## src/design/csr_sparse_matvec_macros.svh

```systemverilog
// Assertion helpers for the sparse matrix-vector block.
// Both macros check on the rising clock edge and are disabled while reset is low.
`ifndef CSR_SPARSE_MATVEC_MACROS_SVH
`define CSR_SPARSE_MATVEC_MACROS_SVH
`ifndef SYNTHESIS
`define CSM_ASSERT_IMPLY(lbl, clk, rst_n, pre, post) \
    lbl: assert property (@(posedge clk) disable iff (!rst_n) (pre) |-> (post)) \
        else $error("csm assertion failed");
`define CSM_ASSERT_NEXT(lbl, clk, rst_n, pre, post) \
    lbl: assert property (@(posedge clk) disable iff (!rst_n) (pre) |=> (post)) \
        else $error("csm assertion failed");
`else
`define CSM_ASSERT_IMPLY(lbl, clk, rst_n, pre, post)
`define CSM_ASSERT_NEXT(lbl, clk, rst_n, pre, post)
`endif
`endif

```

## src/design/csm_pkg.sv

```systemverilog
package csm_pkg;

    localparam int IDX_W   = 10;
    localparam int VAL_W   = 32;
    localparam int SUM_W   = 64;
    localparam int ROW_W   = 10;

    // Operation queue between the front and back parts.
    localparam int Q_DEPTH = 4;
    localparam int Q_PTR_W = 2;
    localparam int Q_CNT_W = 3;

    typedef enum logic [1:0] {
        CMD_LOAD  = 2'd0,
        CMD_NZ    = 2'd1,
        CMD_EMPTY = 2'd2
    } t_cmd;

    // One accumulate step for the back part. An empty row is a zero product
    // that closes the row.
    typedef struct packed {
        logic               emit;
        logic [SUM_W-1:0]   product;
    } t_op;

    typedef struct packed {
        logic [SUM_W-1:0]   sum;
        logic [ROW_W-1:0]   row;
        logic               sat;
    } t_res;

endpackage

```

## src/design/csm_queue.sv

```systemverilog
`include "csr_sparse_matvec_macros.svh"

module csm_queue (
    input  logic                          i_clk,
    input  logic                          i_rst_n,
    input  logic                          i_push,
    input  csm_pkg::t_op                  i_op,
    input  logic                          i_pop,
    output logic                          o_empty,
    output csm_pkg::t_op                  o_head,
    output logic [csm_pkg::Q_CNT_W-1:0]   o_count
);

    csm_pkg::t_op                  r_mem [csm_pkg::Q_DEPTH];
    logic [csm_pkg::Q_PTR_W-1:0]   r_wr;
    logic [csm_pkg::Q_PTR_W-1:0]   r_rd;
    logic [csm_pkg::Q_CNT_W-1:0]   r_count;
    logic                          w_pop;

    assign w_pop   = i_pop && (r_count != '0);
    assign o_empty = (r_count == '0);
    assign o_head  = r_mem[r_rd];
    assign o_count = r_count;

    always_ff @(posedge i_clk) begin
        if (i_push) begin
            r_mem[r_wr] <= i_op;
        end
    end

    always_ff @(posedge i_clk) begin
        if (!i_rst_n) begin
            r_wr    <= '0;
            r_rd    <= '0;
            r_count <= '0;
        end else begin
            if (i_push) begin
                r_wr <= r_wr + 1'b1;
            end
            if (w_pop) begin
                r_rd <= r_rd + 1'b1;
            end
            r_count <= r_count + csm_pkg::Q_CNT_W'(i_push) - csm_pkg::Q_CNT_W'(w_pop);
        end
    end

    // The front part reserves a slot before it accepts, so a push never finds the queue full.
    `CSM_ASSERT_IMPLY(a_queue_no_overflow, i_clk, i_rst_n, i_push,
                      r_count != csm_pkg::Q_CNT_W'(csm_pkg::Q_DEPTH))

endmodule

```

## config.mk

```make
export PLATFORM = sky130hd
export DESIGN_NAME = csm_queue
export DESIGN_NICKNAME = d
export VERILOG_FILES = /design/src/design/csm_pkg.sv /design/src/design/csm_queue.sv
export VERILOG_INCLUDE_DIRS = /design/src /design/src/design
export SDC_FILE = /design/constraint.sdc
export NUM_CORES = 1
export LEC_CHECK = 0
export ABC_AREA = 1
export BUFFER_PORTS_ARGS = -buffer_cell sky130_fd_sc_hd__buf_2
export CAP_MARGIN = 20
export CORE_UTILIZATION = 50
export DETAILED_ROUTE_END_ITERATION = 16
export PLACE_DENSITY = 0.84
export SETUP_SLACK_MARGIN = 0.05
export SLEW_MARGIN = 30
export SYNTH_ARGS = -nofsm -noshare
export SYNTH_HDL_FRONTEND = slang
export SYNTH_SLANG_ARGS = --single-unit
```

## constraint.sdc

```tcl
create_clock -name i_clk -period 2.55 [get_ports i_clk]
set_clock_uncertainty 0.2 [all_clocks]
set_input_delay 0.765 -clock i_clk [delete_from_list [all_inputs] [get_ports i_clk]]
set_output_delay 0.765 -clock i_clk [all_outputs]
set_load 0.1 [all_outputs]
```

==> metrics <==
Core Region=20400 um2; vias in the first global route=6705; dominant synthesized flop cell=edfxtp_1; YS warnings=0; pwr/cell area=1190 nW/um2; first-pass GRT wire length=37.0 mm; CP required=1590 ps; Sw Pwr=7.64 mW; combinational fraction of design power=50.0%; dpl hpwl=13.4 mm; Synth Cell Area=10400 um2; later-pin clock latency in the skew report=520 ps; Root Driver=clkbuf_16; vias post-DR=6626; fin nets=935; Hold-fix buffers, CTS=0; sequential share of power=28.3%; Post-Syn Area per Cell=15.1 um2; MaxCap Viol Count=0; CTS sink count=269; Fin. Hold Viols=0; I/O pins=138; initial antenna violation count=4; GRT overflow=0; Leakage Power=5.24 nW; hold path endpoint=r_mem[2][0]; hold crit path type=primary input to flop; Placed Instances=1075; Area contributors post-synth=edfxtp_1, o21ai_0, nor2_1; WP data arrival=1850 ps; WL per Instance=23.5 um; Layout Area Growth over Synthesis=48.2%; CP Max Fanout=17; failing checks=negative setup slack; CP Capture Type=output port; crit start category=flop; EDFF count, synth=260; GPL Wtd Cong=0.760; Worst-path clk slew=60 ps; CTS buffer count=27; DRT iter0 DRCs=419; Worst Hold Slack=249 ps; Max H-tree Level=1; Die Wd=146 um; multi-input logic area=3510 um2; largest area contributor in the netlist=edfxtp_1; GRT Total Usage=22.5%; cells after synthesis=689; row count=52; post-route ant nets=0; Sw Ratio=41.5%; Yosys reg bits=269; PortBufs=137; initial cell density of the core=51.2%; crit path time final=2810 ps; total wire length=27.1 mm; fin. max-slew vios=0; reg2reg path depth=10; Die Ht=146 um; Hold Path Cell Cnt=1; fraction of layout cells with a size suffix above 1=52.1%; Longest Clk Path Bufs=3; Synth top cells by count=edfxtp_1, nor2_1, o21ai_0; Synth top area share=74.9%; Seq/Total Area, Yosys=76.7%; share of power burned in the clock network=21.8%; outcome=finished, violations left; HP Start=i_op[0]; Pint=10.8 mW; DRC Markers=0; r2r endpoint=o_count[1]; final setup vio count=65; non-filler cells, final=1154; worst slew pin tran=487 ps; Syn Nets=765; register area=8000 um2; setup ws final=-265 ps; Via density=5.74; Async SR Flop Fraction=0%; FF-to-FF Start=o_count[1]; DIE AREA=21400 um2; fill cell count=1112; r2r setup slk=430 ps; TritonCTS clock tree=built; Max Freq=355 MHz; Worst VDD drop=1.24 mV; most common cell in the netlist=edfxtp_1; largest net degree at the start of global routing=66; Tcrit/Tclk final=110%; Setup CP Type=flop to output port; synth unique cells=24; Max transition margin=67.7%; RSZ-0062 raised after global routing=yes; Pre-antenna DRT Iters=5
flip-flops by register name, summed over array words and instances, names as in the netlist, named ones only:
signal,count
o_count,3
r_mem,260
r_rd,2
r_wr,2
power by group through the flow:
stage                     logic (mW)  registers (mW)  clock network, mW
after floorplan                 5.36            5.39                  0
after global placement          7.80            5.26                  0
after detailed placement        7.93            5.26                  0
after CTS                       8.31            5.20               4.04
after global routing            9.49            5.22               4.22
final                           9.21            5.21               4.01
metrics by stage:
step	total power, mW	area, um2	setup TNS [ps]	utilization, %	worst slack [ps]
2_1_floorplan	10.8	11200	-298	-	-132
3_3_place_gp	13.1	13200	0	64.9	217
3_5_place_dp	13.2	13200	0	64.9	182
4_1_cts	17.5	14400	-16220	70.7	-308
5_1_grt	18.9	15400	-18190	75.8	-347
6_report	18.4	15400	-14410	75.8	-265
per-layer routing:
metal | GRT usage [%] | share of wire (%) | up-vias
met5 | 0 | 0 | -
met3 | 3.66 | 6.1 | 30
li1 | - | - | 2939
met4 | 6.77 | 1.6 | 0
met2 | 40.1 | 54 | 296
met1 | 28.1 | 38 | 3361
cells in the final DEF, fill, tap and decap left out, types with 5 or more instances in the layout:
| master | count |
|---|---|
| buf_12 | 77 |
| buf_16 | 9 |
| buf_2 | 71 |
| buf_4 | 9 |
| clkbuf_1 | 7 |
| clkbuf_16 | 37 |
| clkinv_2 | 5 |
| clkinvlp_4 | 7 |
| diode_2 | 5 |
| edfxtp_1 | 260 |
| ha_1 | 6 |
| inv_1 | 10 |
| nand2_1 | 11 |
| nor2_1 | 46 |
| nor2_2 | 60 |
| nor2_4 | 31 |
| o21ai_0 | 6 |
| o21ai_1 | 64 |
| o21ai_2 | 30 |
| o21ai_4 | 32 |
| o22ai_4 | 64 |
logic make-up (layout without fill, tap and decap cells):
kind of cell | count (synthesis) | after routing | share of synthesized area, %
other | 0 | 5 | 0
AND/OR/NAND/NOR | 151 | 151 | 7.02
buffers and inverters | 60 | 250 | 3.54
AO/OA/AOI/OAI | 202 | 202 | 11.9
flip-flops | 269 | 269 | 76.7
adder cells (fa/ha/maj) | 7 | 7 | 0.913
worst max-delay path, cell delays in order, from the launching register on:
cell and delay [ps]:
dfxtp_4 370, buf_4 140, buf_12 130, buf_16 160, nor2_1 220, o22ai_4 120, buf_12 180
area by class of cell:
cell class                      count  share of cell area [%]
Clock inverter                     13                    1.12
Timing Repair Buffer              181                    16.4
Timing Repair inverter              2                   0.203
Clock buffer                       36                    4.72
Multi-Input combinational cell    360                    22.7
Sequential cell                   269                    51.8
Tap cell                          270                    2.19
Inverter                           18                   0.745
Antenna cell                        5                  0.0810
timing repair:
| action | in CTS | in global routing |
|---|---|---|
| setup endpoints to repair | 66 | 65 |
| cloned | 4 | 14 |
| gates resized for setup | 98 | 192 |
| pin swaps | 0 | 8 |
| buffers inserted | 1 | 6 |
worst max path at each step:
| stage | end | cells after the start |
|---|---|---|
| after floorplan | o_count[1] | 10 |
| after global placement | o_head[3] | 6 |
| after detailed placement | o_head[14] | 4 |
| after CTS | o_head[21] | 5 |
| after global routing | o_head[63] | 6 |
| final | o_head[5] | 6 |
Note: power is estimated with default switching activity, not from simulation.
