$ cat config.mk
export PLATFORM = sky130hd
export DESIGN_NAME = csm_back
export DESIGN_NICKNAME = d
export VERILOG_FILES = /design/src/design/csm_pkg.sv /design/src/design/csm_back.sv
export VERILOG_INCLUDE_DIRS = /design/src /design/src/design
export SDC_FILE = /design/constraint.sdc
export NUM_CORES = 1
export LEC_CHECK = 0
export BUFFER_PORTS_ARGS = -buffer_cell sky130_fd_sc_hd__buf_2
export CAP_MARGIN = 20
export CELL_PAD_IN_SITES_DETAIL_PLACEMENT = 1
export CELL_PAD_IN_SITES_GLOBAL_PLACEMENT = 1
export CORE_UTILIZATION = 47
export CTS_CLUSTER_DIAMETER = 100
export DETAILED_ROUTE_END_ITERATION = 10
export PLACE_DENSITY = 0.88
export SLEW_MARGIN = 15
export SYNTH_ARGS = -nofsm -noshare
export SYNTH_HDL_FRONTEND = slang
export SYNTH_SLANG_ARGS = --single-unit
export TNS_END_PERCENT = 20
$ cat constraint.sdc
create_clock -name i_clk -period 6.1 [get_ports i_clk]
set_clock_uncertainty 0.1 [all_clocks]
set_input_delay 0.61 -clock i_clk [delete_from_list [all_inputs] [get_ports i_clk]]
set_output_delay 0.61 -clock i_clk [all_outputs]
set_load 0.01 [all_outputs]
$ cat src/design/csr_sparse_matvec_macros.svh
// Assertion helpers for the sparse matrix-vector block.
// Both macros check on the rising clock edge and are disabled while reset is low.
`ifndef CSR_SPARSE_MATVEC_MACROS_SVH
`define CSR_SPARSE_MATVEC_MACROS_SVH
`ifndef SYNTHESIS
`define CSM_ASSERT_IMPLY(lbl, clk, rst_n, pre, post) \
    lbl: assert property (@(posedge clk) disable iff (!rst_n) (pre) |-> (post)) \
        else $error("csm assertion failed");
`define CSM_ASSERT_NEXT(lbl, clk, rst_n, pre, post) \
    lbl: assert property (@(posedge clk) disable iff (!rst_n) (pre) |=> (post)) \
        else $error("csm assertion failed");
`else
`define CSM_ASSERT_IMPLY(lbl, clk, rst_n, pre, post)
`define CSM_ASSERT_NEXT(lbl, clk, rst_n, pre, post)
`endif
`endif

$ cat src/design/csm_pkg.sv
package csm_pkg;

    localparam int IDX_W   = 10;
    localparam int VAL_W   = 32;
    localparam int SUM_W   = 64;
    localparam int ROW_W   = 10;

    // Operation queue between the front and back parts.
    localparam int Q_DEPTH = 4;
    localparam int Q_PTR_W = 2;
    localparam int Q_CNT_W = 3;

    typedef enum logic [1:0] {
        CMD_LOAD  = 2'd0,
        CMD_NZ    = 2'd1,
        CMD_EMPTY = 2'd2
    } t_cmd;

    // One accumulate step for the back part. An empty row is a zero product
    // that closes the row.
    typedef struct packed {
        logic               emit;
        logic [SUM_W-1:0]   product;
    } t_op;

    typedef struct packed {
        logic [SUM_W-1:0]   sum;
        logic [ROW_W-1:0]   row;
        logic               sat;
    } t_res;

endpackage

$ cat src/design/csm_back.sv
`include "csr_sparse_matvec_macros.svh"

module csm_back (
    input  logic                               i_clk,
    input  logic                               i_rst_n,
    input  logic                               i_head_valid,
    input  csm_pkg::t_op                       i_head,
    output logic                               o_take,
    input  logic                               pop,
    output logic                               empty,
    output logic signed [csm_pkg::SUM_W-1:0]   o_row_sum,
    output logic [csm_pkg::ROW_W-1:0]          o_row_number,
    output logic                               o_saturated
);

    localparam logic [csm_pkg::SUM_W-1:0] SUM_MAX = {1'b0, {(csm_pkg::SUM_W-1){1'b1}}};
    localparam logic [csm_pkg::SUM_W-1:0] SUM_MIN = {1'b1, {(csm_pkg::SUM_W-1){1'b0}}};

    logic [csm_pkg::SUM_W-1:0]   r_acc;
    logic                        r_clip;
    logic [csm_pkg::ROW_W-1:0]   r_row;

    csm_pkg::t_res               r_res [2];
    logic                        r_owr;
    logic                        r_ord;
    logic [1:0]                  r_ocnt;

    logic [csm_pkg::SUM_W:0]     w_sum;
    logic                        w_ovf;
    logic [csm_pkg::SUM_W-1:0]   w_acc_n;
    logic                        w_clip_n;
    logic                        w_wr;
    logic                        w_rd;
    csm_pkg::t_res               w_res;

    // A step is taken only when the result buffer has room for a possible row result.
    assign o_take = i_head_valid && (r_ocnt != 2'd2);
    assign w_wr   = o_take && i_head.emit;
    assign w_rd   = pop && (r_ocnt != 2'd0);

    // Saturating add: overflow shows as a carry into the extra sign bit that
    // disagrees with the sign of the 64-bit sum.
    assign w_sum    = {r_acc[csm_pkg::SUM_W-1], r_acc}
                    + {i_head.product[csm_pkg::SUM_W-1], i_head.product};
    assign w_ovf    = w_sum[csm_pkg::SUM_W] != w_sum[csm_pkg::SUM_W-1];
    assign w_acc_n  = w_ovf ? (w_sum[csm_pkg::SUM_W] ? SUM_MIN : SUM_MAX)
                            : w_sum[csm_pkg::SUM_W-1:0];
    assign w_clip_n = r_clip || w_ovf;

    assign w_res.sum = w_acc_n;
    assign w_res.row = r_row;
    assign w_res.sat = w_clip_n;

    always_ff @(posedge i_clk) begin
        if (!i_rst_n) begin
            r_acc  <= '0;
            r_clip <= 1'b0;
            r_row  <= '0;
        end else if (o_take) begin
            if (i_head.emit) begin
                r_acc  <= '0;
                r_clip <= 1'b0;
                r_row  <= r_row + 1'b1;
            end else begin
                r_acc  <= w_acc_n;
                r_clip <= w_clip_n;
            end
        end
    end

    always_ff @(posedge i_clk) begin
        if (w_wr) begin
            r_res[r_owr] <= w_res;
        end
    end

    always_ff @(posedge i_clk) begin
        if (!i_rst_n) begin
            r_owr  <= 1'b0;
            r_ord  <= 1'b0;
            r_ocnt <= 2'd0;
        end else begin
            if (w_wr) begin
                r_owr <= ~r_owr;
            end
            if (w_rd) begin
                r_ord <= ~r_ord;
            end
            r_ocnt <= r_ocnt + 2'(w_wr) - 2'(w_rd);
        end
    end

    assign empty        = (r_ocnt == 2'd0);
    assign o_row_sum    = r_res[r_ord].sum;
    assign o_row_number = r_res[r_ord].row;
    assign o_saturated  = r_res[r_ord].sat;

    `CSM_ASSERT_NEXT(a_row_close_clears, i_clk, i_rst_n, o_take && i_head.emit,
                     (r_acc == '0) && !r_clip)
    `CSM_ASSERT_IMPLY(a_result_no_overflow, i_clk, i_rst_n, w_wr, r_ocnt != 2'd2)

endmodule

==> qor.yml, run 1 <==
run_status: "complete, no violations"
hold_end: "r_acc[20]"
timing.rr.start: "r_acc[1]"
grt_pass1_wl_um: 59100
fmax_ghz: 0.222
synth_edf_count: 150
p_sw_uw: 1870
seqPwrFrac_pct: 38.5
cp_cell_sequence: "ha_1 -> a211oi_1 -> o211ai_2 -> a41oi_4 -> a31oi_4 -> o21ai_2 -> a2111oi_2 -> nor4_4 -> o21bai_4 -> or2b_4 -> o211ai_1"
relSlewSlack_pct: 17.6
timing.critical_path.slowest_stage_cell: "nor4_4"
switching_share_pct: 34.9
period_minus_slack_ns: 4.51
clock_latency_ns: 0.53
cts-root-buf: "clkbuf_16"
fin_area_sq_um: 14500
core_area_sq_um: 26400
ys_types: 72
pin_count: 146
ys.flop_type: "edfxtp_1"
fillers: 2861
die-width_um: 167
clock_sinks: 230
ff2ff_path_depth: 11
cts_buffers: 25
clk_pin_slew_ns: 0.06
crit_type: "flip-flop to flip-flop"
combPwrFrac_pct: 33.4
area_delta_synth_final_pct: 13.6
slew_viol_final: 0
clkPwrFrac_pct: 28.1
synth_nets: 1323
async_flop_share_pct: 0
seq_area_frac_synth_pct: 47.9
grt_pass1_vias: 10500
p_int_uw: 3490
clk_path_buf_depth: 3
p_per_area_nw_per_um2: 370
ys_warn_count: 0
synth_cells: 1186
rr_endpoint: "r_acc[1]"
ys_ff_latch: 230
detailed_place_hpwl_um: 29200
fin_crit_sh_pct: 73.9
place_area_sq_um: 13700
start_util_pct: 48.3
path_max_fanout: 30
route.antenna.remaining_nets: 0
worstPathRequired_ns: 6.37
htree_levels: 1
min_path_cells: 2
synth_area_sq_um: 12700
layout-drive-gt1-share_pct: 23.1
arrival_ns: 4.78
grt_max_degree: 66
grt.overflow.total: 0
antenna_found_initial: 0
cpPeakStageDelay_ns: 0.83
nets: 1441
insertedDiodeCount: 0
post_cts_resized: 0
dr_total_vias: 10100
ir_drop_uv: 213
min_from: "r_acc[20]"
leakage_uw: 0.00566
dieArea_sq_um: 27800
via_per_inst: 6.07
finalWirelength_um: 38500
cap_violations: 0
worst_pin_slew_ns: 1.23
post-route-drc-count: 0
firstDrtPassIters: 5
postCtsSetupBuffers: 0
gp_congestion: 0.916
grt_setup_unrepaired: "no"
startpoint_type: "flip-flop"
drt_iter0_drc: 776
finalSetupTns_ns: 0
port_buffers: 145
endpoint_kind: "flip-flop"
cts_hold_buffers: 0
num_rows: 59
fp.dieH_um: 167
cts_tree: "done"
setup-violations-final: 0
hold_class: "flip-flop to flip-flop"
grtUsageTotal_pct: 27.3
syn_area_per_cell_sq_um: 10.7
wl_per_cell_um: 23.2
hold_violations: 0
rrSetupSlack_ns: 1.59
==> per-layer routing <==
layer	wire length [um]	up-vias	track usage (%)	part of all wire (%)
met5	0	-	0	0
met4	712	0	6.44	1.8
met3	2220	57	3.30	5.8
met2	17800	316	45.2	46
met1	17700	5008	38.2	46
li1	-	4682	-	-
==> worst max-delay path by stage <==
| stage | start | endpoint | slack, ns | cells after the start |
|---|---|---|---|---|
| after floorplan | i_head_valid | r_res[0][0] | 1.18 | 4 |
| after global placement | i_head[55] | r_acc[38] | 1.50 | 12 |
| after detailed placement | i_head[1] | r_res[1][51] | 1.35 | 11 |
| after CTS | r_acc[1] | r_res[0][35] | 1.68 | 10 |
| after global routing | r_acc[1] | r_res[0][35] | 1.40 | 10 |
| final | r_acc[1] | r_acc[1] | 1.59 | 11 |
==> stage by stage <==
stage          power (uW)  hold WS (ns)  worst slack [ns]  util (%)  std cells
2_1_floorplan        3200         0.337              1.18         -       1186
3_3_place_gp         3740         0.361              1.50      51.8       1612
3_5_place_dp         3840         0.367              1.35      51.8       1612
4_1_cts              5350         0.389              1.68      54.9       1657
5_1_grt              5570         0.403              1.40      54.9       1657
6_report             5360         0.390              1.59      54.9       1657
==> area by class of cell <==
type	instances	area (sq um)	share of cell area (%)
inverters	25	93.8	0.649
clock buffers	33	676	4.67
well taps	335	419	2.90
multi-input cells	873	6290	43.5
repair buffers	149	756	5.22
flip-flops and latches	230	6110	42.2
clock inverters	12	129	0.891
==> kinds of logic after synthesis <==
kind of cell	count (synthesis)	synth area share [%]
compound gates	390	20.7
simple gates	266	9.98
flops	230	47.9
buf+inv	83	2.88
mux	76	6.75
xor+xnor	73	5.02
fa+ha+maj	68	6.74
==> sequential cells by signal (all words and copies together) (netlist names), named ones only <==
| register | flops |
|---|---|
| r_acc | 64 |
| r_clip | 1 |
| r_ocnt | 2 |
| r_ord | 1 |
| r_owr | 1 |
| r_res | 150 |
| r_row | 10 |
==> power groups by stage <==
stage                     clock network (uW)  registers, uW  logic (uW)
after global placement                     0           2070        1660
after floorplan                            0           2020        1170
after CTS                               1520           2060        1770
final                                   1510           2060        1790
after detailed placement                   0           2090        1750
after global routing                    1580           2080        1910
==> cells in the mapped netlist (4+ instances only) <==
cell / number / area share, %
o21ai_0: 118 / 4.6
ha_1: 67 / 6.6
o211ai_1: 25 / 1.5
clkbuf_1: 39 / 1.1
nand4_1: 19 / 0.93
dfxtp_1: 80 / 13
xor2_1: 31 / 2.1
buf_2: 13 / 0.51
a211o_1: 4 / 0.27
and3_1: 11 / 0.54
nand3_1: 13 / 0.51
xnor2_1: 42 / 2.9
and2_1: 17 / 0.83
a21bo_2: 6 / 0.47
mux2_2: 75 / 6.6
nand2_1: 110 / 3.2
a31oi_1: 5 / 0.25
edfxtp_1: 150 / 35
nand2b_1: 4 / 0.20
o21a_1: 26 / 1.5
o211ai_2: 11 / 1.1
inv_1: 25 / 0.74
nor2_1: 56 / 1.6
a211oi_1: 7 / 0.41
a21oi_1: 83 / 3.3
nor3_1: 6 / 0.24
a221o_1: 11 / 0.86
or3_1: 4 / 0.20
nor2b_1: 10 / 0.49
o31ai_1: 4 / 0.24
a21o_1: 32 / 1.9
a22o_1: 5 / 0.34
o21bai_1: 19 / 1.1
==> worst max-delay path: cells and delay by family, from the launching register on <==
family,cells,cell delay (ns)
DFF,1,0.39
and+or+nand+nor,2,1.25
adders and majority gates,1,0.28
AOI/OAI and AO/OA,8,2.32
==> cells in the final DEF (no fill, tap or decap), types with 5 or more instances in the layout <==
cell type	Yosys	layout
mux2_2	75	75
nand3_1	13	13
nor2b_1	10	10
and3_1	11	10
clkbuf_1	39	6
inv_1	25	25
o21ai_0	118	118
xnor2_1	42	42
xor2_1	31	31
a221o_1	11	11
o211ai_1	25	25
ha_1	67	67
a211oi_1	7	7
a22o_1	5	5
clkbuf_16	0	25
nand4_1	19	19
o211ai_2	11	11
and2_1	17	17
edfxtp_1	150	150
a21bo_2	6	6
a31oi_1	5	5
nor2_1	56	55
nand2_1	110	110
dfxtp_1	80	79
o21a_1	26	26
o21bai_1	19	19
a21oi_1	83	83
buf_2	13	145
a21o_1	32	32
nor3_1	6	6
Note: power is estimated with default switching activity, not from simulation.
==> run 2: changes to the inputs <==
==> constraint.sdc (replaced) <==
create_clock -name i_clk -period 4.5 [get_ports i_clk]
set_clock_uncertainty 0.1 [all_clocks]
set_input_delay 0.45 -clock i_clk [delete_from_list [all_inputs] [get_ports i_clk]]
set_output_delay 0.45 -clock i_clk [all_outputs]
set_load 0.01 [all_outputs]
==> run 2 against run 1 <==
Non-clock buffer count is 12 higher; die area did not move; combinational power rose by 38%; utilization increased by 0.26 points; sequential share of layout area shrank 0.20 points; cell count grew 0.78%; final area is 0.48% higher; global-route usage rose by 1.4 points; first-iteration DRC count is 24% higher; clock power up 29%; maximum frequency is 5.5% higher; largest cell class unchanged; highest routed layer is now met5.
==> qor.yml, run 2 (synthesized netlist as in run 1, its figures left out) <==
cp_cell_sequence: "ha_1 -> inv_1 -> fa_1 -> nand2b_1 -> a21o_1 -> a21oi_1 -> o2111ai_1 -> o21ba_2 -> a41oi_2 -> a21o_1 -> mux2_4 -> buf_6 -> o21ai_0 -> a22o_1"
crit_type: "flip-flop to flip-flop"
ff2ff_path_depth: 14
fillers: 2840
fmax_ghz: 0.234
via_per_inst: 6.17
start_util_pct: 48.3
postCtsSetupBuffers: 0
crit_top_cell: "a21o_1"
insertedDiodeCount: 0
layout_commonest_cell: "edfxtp_1"
post-route-drc-count: 0
ir_drop_uv: 337
grt.overflow.total: 0
num_rows: 59
route.antenna.remaining_nets: 0
nets: 1453
wl_per_cell_um: 24.2
cts_hold_buffers: 0
largest_reg_flops: 150
endpoint_kind: "flip-flop"
arrival_ns: 4.61
p_per_area_nw_per_um2: 496
hold_class: "input port to flip-flop"
gp_congestion: 0.890
grt_pass1_wl_um: 61800
port_buffers: 145
dr_total_vias: 10300
final_cell_mix: "150 x edfxtp_1, 145 x buf_2, 118 x o21ai_0, 110 x nand2_1, 83 x a21oi_1"
worstPathRequired_ns: 4.83
top_regs: "r_res: 150 flops, r_acc: 64 flops, r_row: 10 flops"
worst_pin_slew_ns: 0.857
clk_path_buf_depth: 3
cts_buffers: 25
cts-root-buf: "clkbuf_16"
timing.final.ws_setup_ns: 0.223
slew_viol_final: 0
fp.dieH_um: 167
regMostFlops: "r_res"
core_area_sq_um: 26400
startpoint_type: "flip-flop"
cpPeakStageDelay_ns: 0.42
detailed_place_hpwl_um: 28800
setup-violations-final: 0
cts_tree: "done"
layout-drive-gt1-share_pct: 23.8
hold_violations: 0
grt_pass1_vias: 10800
run_status: "complete, no violations"
period_minus_slack_ns: 4.28
dp_slack_ns: 0.220
finalSetupTns_ns: 0
hold_ws_ns: 0.294
min_path_cells: 3
firstDrtPassIters: 7
drt_iter0_drc: 965
dieArea_sq_um: 27800
pin_count: 146
relSlewSlack_pct: 42.9
timing.critical_path.slowest_stage_cell: "fa_1"
clock_sinks: 230
grt_max_degree: 67
clk_pin_slew_ns: 0.06
grtUsageTotal_pct: 28.8
antenna_found_initial: 1
clock_latency_ns: 0.55
htree_levels: 1
grt_setup_unrepaired: "no"
die-width_um: 167
path_max_fanout: 38
area_delta_synth_final_pct: 14.1
fin_crit_sh_pct: 95.0
finalWirelength_um: 40400
leakage_uw: 0.00571
cap_violations: 0
-- run 2: cell count changes in the layout (fill, tap and decap cells not counted), sizes merged --
cell,previous run,this run
clkinv,6,8
bufinv,2,0
clkinvlp,0,1
inv,29,30
buf,149,161
clkbuf,33,32
-- run 2: power breakdown --
part	total (uW)	switching, uW	internal, uW
Combinational	2470	1550	929
Clock	1950	896	1060
Sequential	2780	151	2630
-- run 2: through the flow --
stage                     total power (uW)  instance area (sq um)  instances  utilization [%]
after global routing                  7480                  14500       1670             55.2
after detailed placement              5200                  13800       1624             52.3
after floorplan                       4330                  12700       1186                -
after global placement                5080                  13800       1624             52.3
final                                 7210                  14500       1670             55.2
after CTS                             7180                  14500       1670             55.1
-- run 2: critical path, delay by kind of cell (launching register included) --
kind            cells  cell delay, ns
compound gates      8            2.08
buf+inv             2            0.38
flops               1            0.38
simple gates        1            0.21
fa+ha+maj           2            0.66
mux                 1            0.37
-- run 2: final timing paths --
| kind | start | end | slack, ns |
|---|---|---|---|
| setup / recovery | r_acc[0] | r_acc[33] | 0.22 |
| hold / removal | i_head[0] | r_acc[0] | 0.29 |
| setup reg to reg | r_acc[0] | r_acc[33] | 0.22 |
| hold reg to reg | r_acc[20] | r_acc[20] | 0.39 |
-- run 2: repair_timing --
action                                  CTS  global route
resized for setup                         0             1
endpoints found under the setup margin    0             3
endpoints found under the hold margin     0             0
-- run 2: per-layer routing --
layer  share of wire (%)  track usage [%]
met1                  45             39.8
met2                  46             46.8
met3                 7.0             4.97
met4                 2.0             7.05
met5               0.032                0
-- run 2: final cells by class --
type                       count  area [sq um]  share of cell area (%)
multi-input combinational    873          6280                    43.2
clock buffer                  32           662                    4.55
sequential                   230          6110                    42.0
inverter                      25          93.8                   0.645
clock inverter                14           100                   0.689
timing repair buffer         161           875                    6.02
tap                          335           419                    2.88
